<file path="src/sv/pipc_pkg.sv">
package pipc_pkg;

  // Field widths
  localparam int TEMP_W  = 12;
  localparam int ERR_W   = TEMP_W + 1;
  localparam int GAIN_W  = 8;
  localparam int POWER_W = 16;
  localparam int INTEG_W = 16;
  localparam int TICK_W  = 16;
  localparam int MARGIN_W = 8;

  // Stream word widths
  localparam int IN_DATA_W  = 24;
  localparam int OUT_DATA_W = 24;

  // Config port
  localparam int CFG_IDX_W  = 3;
  localparam int CFG_DATA_W = 16;

  typedef enum logic [CFG_IDX_W-1:0] {
    CFG_PROP_GAIN      = 3'd0,
    CFG_INTEG_GAIN     = 3'd1,
    CFG_INTEG_INTERVAL = 3'd2,
    CFG_POWER_MAX      = 3'd3,
    CFG_POWER_MIN      = 3'd4,
    CFG_CUTOFF_MARGIN  = 3'd5
  } cfg_idx_t;

  // Reset values of the registers and of the last output
  localparam logic [GAIN_W-1:0]   RST_PROP_GAIN      = 8'd50;
  localparam logic [GAIN_W-1:0]   RST_INTEG_GAIN     = 8'd20;
  localparam logic [TICK_W-1:0]   RST_INTEG_INTERVAL = 16'd20;
  localparam logic [POWER_W-1:0]  RST_POWER_MAX      = 16'd7500;
  localparam logic [POWER_W-1:0]  RST_POWER_MIN      = 16'd500;
  localparam logic [MARGIN_W-1:0] RST_CUTOFF_MARGIN  = 8'd20;
  localparam logic [POWER_W-1:0]  RST_LAST_POWER     = 16'd500;

  typedef struct packed {
    logic [GAIN_W-1:0]   prop_gain;
    logic [GAIN_W-1:0]   integ_gain;
    logic [TICK_W-1:0]   integ_interval;
    logic [POWER_W-1:0]  power_max;
    logic [POWER_W-1:0]  power_min;
    logic [MARGIN_W-1:0] cutoff_margin;
  } cfg_regs_t;

  typedef struct packed {
    logic [POWER_W-1:0] drive_power;
    logic               cutoff_active;
  } result_t;

endpackage

</file>
<file path="src/sv/pi_power_controller.sv">
// Each accepted input word is held in the input register and its result in the result
// register, where it waits on out_tready.
// Throughput: one word per cycle; the input side stalls only while a result waits on
// out_tready with the input register also full.
// Reset: synchronous active-low rst_n empties both stages, loads the register reset values,
// clears the integral and tick counter and sets the last output to 500.
module pi_power_controller (
  input  logic                                clk,
  input  logic                                rst_n,
  // in_tdata: [11:0] target_temp, [23:12] measured_temp
  input  logic                                in_tvalid,
  output logic                                in_tready,
  input  logic [pipc_pkg::IN_DATA_W-1:0]      in_tdata,
  // out_tdata: [15:0] drive_power, [16] cutoff_active, [23:17] zero
  output logic                                out_tvalid,
  input  logic                                out_tready,
  output logic [pipc_pkg::OUT_DATA_W-1:0]     out_tdata,
  input  logic                                cfg_valid,
  output logic                                cfg_ready,
  input  logic [pipc_pkg::CFG_IDX_W-1:0]      cfg_index,
  input  logic [pipc_pkg::CFG_DATA_W-1:0]     cfg_data
);

  pipc_pkg::cfg_regs_t cfg;
  pipc_pkg::result_t   res;

  logic                                      s1_valid_r;
  logic signed [pipc_pkg::TEMP_W-1:0]        target_r;
  logic signed [pipc_pkg::TEMP_W-1:0]        measured_r;
  logic                                      out_valid_r;
  logic [pipc_pkg::OUT_DATA_W-1:0]           out_data_r;
  logic                                      s1_go;
  logic                                      in_take;

  assign cfg_ready = 1'b1;

  pipc_cfg_regs u_cfg (
    .clk      (clk),
    .rst_n    (rst_n),
    .wr_en    (cfg_valid),
    .wr_index (cfg_index),
    .wr_data  (cfg_data),
    .cfg      (cfg)
  );

  // Handshake: stage 1 moves on when the result register is free or being drained
  assign s1_go     = s1_valid_r && (!out_valid_r || out_tready);
  assign in_tready = !s1_valid_r || s1_go;
  assign in_take   = in_tvalid && in_tready;

  // Input register
  always_ff @(posedge clk) begin
    if (!rst_n) begin
      s1_valid_r <= 1'b0;
    end else if (in_tready) begin
      s1_valid_r <= in_tvalid;
    end
  end

  always_ff @(posedge clk) begin
    if (in_take) begin
      target_r   <= in_tdata[pipc_pkg::TEMP_W-1:0];
      measured_r <= in_tdata[2*pipc_pkg::TEMP_W-1:pipc_pkg::TEMP_W];
    end
  end

  pipc_law u_law (
    .clk           (clk),
    .rst_n         (rst_n),
    .step          (s1_go),
    .target_temp   (target_r),
    .measured_temp (measured_r),
    .cfg           (cfg),
    .res           (res)
  );

  // Result register
  always_ff @(posedge clk) begin
    if (!rst_n) begin
      out_valid_r <= 1'b0;
    end else if (s1_go) begin
      out_valid_r <= 1'b1;
    end else if (out_tready) begin
      out_valid_r <= 1'b0;
    end
  end

  always_ff @(posedge clk) begin
    if (s1_go) begin
      out_data_r <= {{(pipc_pkg::OUT_DATA_W-pipc_pkg::POWER_W-1){1'b0}},
                     res.cutoff_active, res.drive_power};
    end
  end

  assign out_tvalid = out_valid_r;
  assign out_tdata  = out_data_r;

endmodule

</file>
<file path="src/sv/pipc_cfg_regs.sv">
module pipc_cfg_regs (
  input  logic                                clk,
  input  logic                                rst_n,
  input  logic                                wr_en,
  input  logic [pipc_pkg::CFG_IDX_W-1:0]      wr_index,
  input  logic [pipc_pkg::CFG_DATA_W-1:0]     wr_data,
  output pipc_pkg::cfg_regs_t                 cfg
);

  pipc_pkg::cfg_regs_t cfg_r, cfg_nxt;

  // Register write decode; unknown indexes are dropped
  always_comb begin
    cfg_nxt = cfg_r;
    if (wr_en) begin
      case (wr_index)
        pipc_pkg::CFG_PROP_GAIN:
          cfg_nxt.prop_gain = wr_data[pipc_pkg::GAIN_W-1:0];
        pipc_pkg::CFG_INTEG_GAIN:
          cfg_nxt.integ_gain = wr_data[pipc_pkg::GAIN_W-1:0];
        pipc_pkg::CFG_INTEG_INTERVAL:
          cfg_nxt.integ_interval = wr_data[pipc_pkg::TICK_W-1:0];
        pipc_pkg::CFG_POWER_MAX:
          cfg_nxt.power_max = wr_data[pipc_pkg::POWER_W-1:0];
        pipc_pkg::CFG_POWER_MIN:
          cfg_nxt.power_min = wr_data[pipc_pkg::POWER_W-1:0];
        pipc_pkg::CFG_CUTOFF_MARGIN:
          cfg_nxt.cutoff_margin = wr_data[pipc_pkg::MARGIN_W-1:0];
        default: ;
      endcase
    end
  end

  always_ff @(posedge clk) begin
    if (!rst_n) begin
      cfg_r.prop_gain      <= pipc_pkg::RST_PROP_GAIN;
      cfg_r.integ_gain     <= pipc_pkg::RST_INTEG_GAIN;
      cfg_r.integ_interval <= pipc_pkg::RST_INTEG_INTERVAL;
      cfg_r.power_max      <= pipc_pkg::RST_POWER_MAX;
      cfg_r.power_min      <= pipc_pkg::RST_POWER_MIN;
      cfg_r.cutoff_margin  <= pipc_pkg::RST_CUTOFF_MARGIN;
    end else begin
      cfg_r <= cfg_nxt;
    end
  end

  assign cfg = cfg_r;

endmodule

</file>
<file path="src/sv/pipc_law.sv">
module pipc_law (
  input  logic                                clk,
  input  logic                                rst_n,
  input  logic                                step,
  input  logic signed [pipc_pkg::TEMP_W-1:0]  target_temp,
  input  logic signed [pipc_pkg::TEMP_W-1:0]  measured_temp,
  input  pipc_pkg::cfg_regs_t                 cfg,
  output pipc_pkg::result_t                   res
);

  localparam int PROD_P_W = pipc_pkg::ERR_W + pipc_pkg::GAIN_W + 1;
  localparam int PROD_I_W = pipc_pkg::INTEG_W + pipc_pkg::GAIN_W + 1;
  localparam int RAW_W    = PROD_I_W + 1;
  localparam int SUM_W    = pipc_pkg::INTEG_W + 1;

  logic signed [pipc_pkg::INTEG_W-1:0] integral_r, integral_nxt;
  logic        [pipc_pkg::TICK_W-1:0]  tick_r, tick_nxt;
  logic        [pipc_pkg::POWER_W-1:0] last_power_r;

  logic signed [pipc_pkg::ERR_W-1:0]  err;
  logic signed [pipc_pkg::ERR_W-1:0]  neg_margin;
  logic                               match;
  logic                               gate_open;
  logic signed [SUM_W-1:0]            sum;
  logic signed [PROD_P_W-1:0]         prod_p;
  logic signed [PROD_I_W-1:0]         prod_i;
  logic signed [RAW_W-1:0]            raw;
  logic signed [RAW_W-1:0]            lim_max;
  logic signed [RAW_W-1:0]            lim_min;
  logic                               cutoff;
  logic        [pipc_pkg::POWER_W-1:0] power;

  // Error, 13-bit signed
  assign err = pipc_pkg::ERR_W'(target_temp) - pipc_pkg::ERR_W'(measured_temp);

  // Tick counter: integrate on every (interval + 1)-th tick
  assign match    = (tick_r == cfg.integ_interval);
  assign tick_nxt = match ? '0 : tick_r + 1'b1;

  // Anti-windup gate on the previous output
  assign gate_open = (last_power_r > cfg.power_min) && (last_power_r < cfg.power_max);

  // Saturating integral update
  assign sum = SUM_W'(integral_r) + SUM_W'(err);
  always_comb begin
    integral_nxt = integral_r;
    if (match && gate_open) begin
      if (sum > SUM_W'(32767))
        integral_nxt = 16'sh7FFF;
      else if (sum < -SUM_W'(32768))
        integral_nxt = 16'sh8000;
      else
        integral_nxt = sum[pipc_pkg::INTEG_W-1:0];
    end
  end

  // PI law on the updated integral
  assign prod_p = PROD_P_W'($signed({1'b0, cfg.prop_gain})) * PROD_P_W'(err);
  assign prod_i = PROD_I_W'($signed({1'b0, cfg.integ_gain})) * PROD_I_W'(integral_nxt);
  assign raw    = RAW_W'(prod_p) + RAW_W'(prod_i);

  // Over-temperature cutoff and clamp
  assign neg_margin = -$signed({{(pipc_pkg::ERR_W-pipc_pkg::MARGIN_W){1'b0}},
                                cfg.cutoff_margin});
  assign cutoff  = (err < neg_margin);
  assign lim_max = $signed({{(RAW_W-pipc_pkg::POWER_W){1'b0}}, cfg.power_max});
  assign lim_min = $signed({{(RAW_W-pipc_pkg::POWER_W){1'b0}}, cfg.power_min});

  always_comb begin
    if (cutoff) begin
      if (lim_min > lim_max)
        power = cfg.power_max;
      else
        power = cfg.power_min;
    end else if (raw > lim_max) begin
      power = cfg.power_max;
    end else if (raw < lim_min) begin
      power = cfg.power_min;
    end else begin
      power = raw[pipc_pkg::POWER_W-1:0];
    end
  end

  assign res.drive_power   = power;
  assign res.cutoff_active = cutoff;

  // Controller state advances once per word
  always_ff @(posedge clk) begin
    if (!rst_n) begin
      integral_r   <= '0;
      tick_r       <= '0;
      last_power_r <= pipc_pkg::RST_LAST_POWER;
    end else if (step) begin
      integral_r   <= integral_nxt;
      tick_r       <= tick_nxt;
      last_power_r <= power;
    end
  end

endmodule

</file>
<file path="config.mk">
export PLATFORM = sky130hd
export DESIGN_NAME = pi_power_controller
export DESIGN_NICKNAME = d
export VERILOG_FILES = /design/src/sv/pipc_pkg.sv /design/src/sv/pi_power_controller.sv /design/src/sv/pipc_cfg_regs.sv /design/src/sv/pipc_law.sv
export SDC_FILE = /design/constraint.sdc
export NUM_CORES = 1
export LEC_CHECK = 0
export BUFFER_PORTS_ARGS = -buffer_cell sky130_fd_sc_hd__buf_2
export CAP_MARGIN = 10
export CORE_AREA = 2 2 191 193
export DETAILED_ROUTE_END_ITERATION = 10
export DIE_AREA = 0 0 193 195
export PLACE_DENSITY = 0.8
export SLEW_MARGIN = 20
export SYNTH_ARGS = -nofsm -noshare
export SYNTH_HDL_FRONTEND = slang
export SYNTH_SLANG_ARGS = --single-unit
</file>
<file path="constraint.sdc">
create_clock -name clk -period 29 [get_ports clk]
set_clock_uncertainty 0.2 [all_clocks]
set_input_delay 1.45 -clock clk [delete_from_list [all_inputs] [get_ports clk]]
set_output_delay 1.45 -clock clk [all_outputs]
set_load 0.01 [all_outputs]
</file>
==> flow_summary.ini <==
[status]
status = completed

[sta]
min_period_over_period = 0.475
slew_headroom = 0.160
final_max_slew_viol_count = 0
timing.final.ws_setup_ns = 15.24
max_freq_mhz = 72.7
hold_ws_ns = 0.278
worst_slew_pin_slew_ns = 1.23
period_minus_slack_ns = 13.76
finalSetupTns_ns = 0
grt_setup_unrepaired = false
setup_viol = 0
hold_viol = 0

[grt]
antenna_found_initial = 0
grt-ovfl-total = 0
grt_use_total = 0.285
grt_pass1_vias = 16095
grt_max_degree = 60
grt_first_pass_wirelength_mm = 84.0

[synthesis]
synth_top_area_cell = fa_1
async_flop_share = 0
yosysWarnings = 0
synth-main-ff-cell = dfxtp_1
post_synth_num_cell_types = 78
synth_cells = 2169
synth_top_area_share = 0.245
ys_top_cells_by_area = fa_1, ha_1, dfxtp_1
netlist_area_mm2 = 0.0193
avgSynthCellArea_um2 = 8.88
synth_edf_count = 41
ys_ff_latch = 163
seq_area_frac_synth = 0.191

[worst_setup_path]
cp.required_ns = 29.12
critPathMaxStageDelay_ns = 0.86
path_class = flip-flop to flip-flop
cpMostUsedCell = fa_1
crit_path_max_fanout = 24
critPathSlowestCell = o21ai_2
critPathLaunchType = flip-flop
endpoint_kind = flip-flop
cp_num_buf_inv = 4
arrival_ns = 13.89
crit_family = adder cells

[placed_design]
post_dp_cell_area_mm2 = 0.0200
hpwl_mm = 39.7
gp_congestion = 0.987
port_buffers = 66
dp_slack_ns = 15.32
dpl.cell_count = 2650

[clock_network]
tritoncts = built
cts.repair.resized = 0
hold_buffers = 0
cts.sink_count = 163
post-cts-setup-buffer-count = 0
htree_num_levels = 4
clk_pin_slew_ns = 0.07
insertion_delay_ns = 0.45
root_buffer = clkbuf_16
cts_buffers = 17
cts_buffer_depth = 2

[drt]
drt_iter0_drc = 1329
drc = 0
routed_via_density = 5.82
routed_wl_mm = 51.3
vias = 15628
wl_per_cell_um = 19.1
drtAntennaViolNets = 0
first_pass_iters = 6

[job]
max_cap_violations = 0

[power_and_ir_drop]
power.leakage_nw = 10.0
pwr_density_cell_mw_per_mm2 = 81.5
vdd_drop_max_mv = 0.0759

[finish]
nNetsFinal = 2699
final_layout_size_suffix_gt1_frac = 0.0720
stdcell_count = 2683
final_area_mm2 = 0.0206
syn_to_final_growth_pct = 7.03

[floorplanning]
die_w_um = 193
core_mm2 = 0.0354
placementRows = 69
fp.dieH_um = 195
die_area_mm2 = 0.0376
ios = 75
initial_core_util = 0.544

[worst_hold_path]
hold_path_class = flip-flop to flip-flop
-- final timing paths --
| check | startpoint | to | slack (ns) | cells after the start |
|---|---|---|---|---|
| min reg2reg | u_cfg.cfg[55] | u_cfg.cfg[55] | 0.28 | 2 |
| max | target_r[0] | u_law.last_power_r[3] | 15.24 | 48 |
| max reg2reg | target_r[0] | u_law.last_power_r[3] | 15.24 | 48 |
| min | u_cfg.cfg[55] | u_cfg.cfg[55] | 0.28 | 2 |
-- cells by family (layout without fill, tap and decap cells) --
kind of cell	after synthesis	in the layout	share of synthesized area
and+or+nand+nor	677	677	0.168
other	2	9	0.000390
muxes	24	24	0.0132
DFF	163	163	0.191
AOI/OAI and AO/OA	376	376	0.130
adders and majority gates	444	444	0.380
xor gates and xnor gates	76	76	0.0346
buffers and inverters	407	453	0.0824
-- worst reg2reg max path, delay by kind of cell, from the launching register on --
kind,cells,cell delay [ns]
adder cells (fa/ha/maj),12,5.38
multiplexers,1,0.52
XOR/XNOR,2,0.69
buffers and inverters,4,0.20
flip-flops,1,0.33
AO/OA/AOI/OAI,21,4.88
AND/OR/NAND/NOR,8,1.45
-- registers in the layout (all words and copies together), names as in the netlist --
signal,cells
u_cfg.cfg,72
out_tvalid,1
u_law.tick_r,16
s1_valid_r,1
target_r,12
measured_r,12
u_law.integral_r,16
out_tdata,17
u_law.last_power_r,16
-- layout make-up --
type | instances | area, um^2
Timing Repair Buffer | 84 | 465
Clock inverter | 14 | 141
Clock buffer | 18 | 439
Fill cell | 3098 | 14800
Tap cell | 461 | 577
Inverter | 337 | 1260
Multi-Input combinational cell | 1605 | 14100
Sequential cell | 163 | 3670
Antenna cell | 1 | 2.50
-- stage by stage --
step                      power (mW)  utilization
after global routing            1.82        0.582
after global placement          1.39        0.565
after CTS                       1.66        0.582
after detailed placement        1.43        0.565
final                           1.68        0.582
after floorplan                 1.15            -
-- layer usage --
layer,share of wire,vias up,GRT usage
met5,0,-,0
met4,0.035,0,0.114
met3,0.084,111,0.0451
met2,0.47,679,0.455
met1,0.41,7659,0.388
li1,-,7179,-
-- power breakdown --
group | switching [mW] | leakage (nW) | internal [mW] | total, mW
Combinational | 0.722 | 8.37 | 0.459 | 1.18
Sequential | 0.0135 | 1.38 | 0.255 | 0.269
Clock | 0.114 | 0.285 | 0.116 | 0.230
-- placed cells by master, fill, tap and decap left out, drive strengths merged, types with 5 or more instances in the layout --
cell | Yosys | final
a21oi | 114 | 114
xnor2 | 32 | 32
and2 | 87 | 87
o21bai | 5 | 5
o22ai | 20 | 20
mux2 | 11 | 11
nand2b | 25 | 25
and4 | 7 | 7
o21a | 18 | 18
fa | 236 | 236
nand2 | 307 | 307
nand4 | 22 | 22
a31oi | 6 | 6
xor2 | 44 | 44
a21boi | 14 | 14
inv | 335 | 341
a211oi | 19 | 19
o311ai | 9 | 9
and3 | 7 | 7
mux2i | 13 | 13
nor4 | 7 | 7
clkinv | 2 | 10
nor3 | 26 | 26
buf | 24 | 84
a2111oi | 6 | 6
conb | 2 | 8
nand3 | 26 | 26
o211a | 10 | 10
o21ai | 71 | 71
ha | 207 | 207
nor2 | 92 | 92
or3 | 7 | 7
clkbuf | 46 | 18
edfxtp | 41 | 41
o211ai | 21 | 21
dfxtp | 122 | 122
a21o | 35 | 35
nor2b | 48 | 48
-- Yosys cell counts, drive strengths merged, types with 5 or more instances --
cell type / n
o21bai: 5
mux2: 11
xor2: 44
ha: 207
xnor2: 32
a21boi: 14
and4: 7
nand4: 22
inv: 335
nor2: 92
a21oi: 114
o211a: 10
nand2: 307
o21a: 18
clkbuf: 46
nand2b: 25
nor2b: 48
o211ai: 21
nor4: 7
a2111oi: 6
dfxtp: 122
and2: 87
o21ai: 71
and3: 7
fa: 236
or3: 7
a21o: 35
edfxtp: 41
mux2i: 13
o22ai: 20
a211oi: 19
buf: 24
nand3: 26
o311ai: 9
a31oi: 6
nor3: 26
Note: power is estimated with default switching activity, not from simulation.
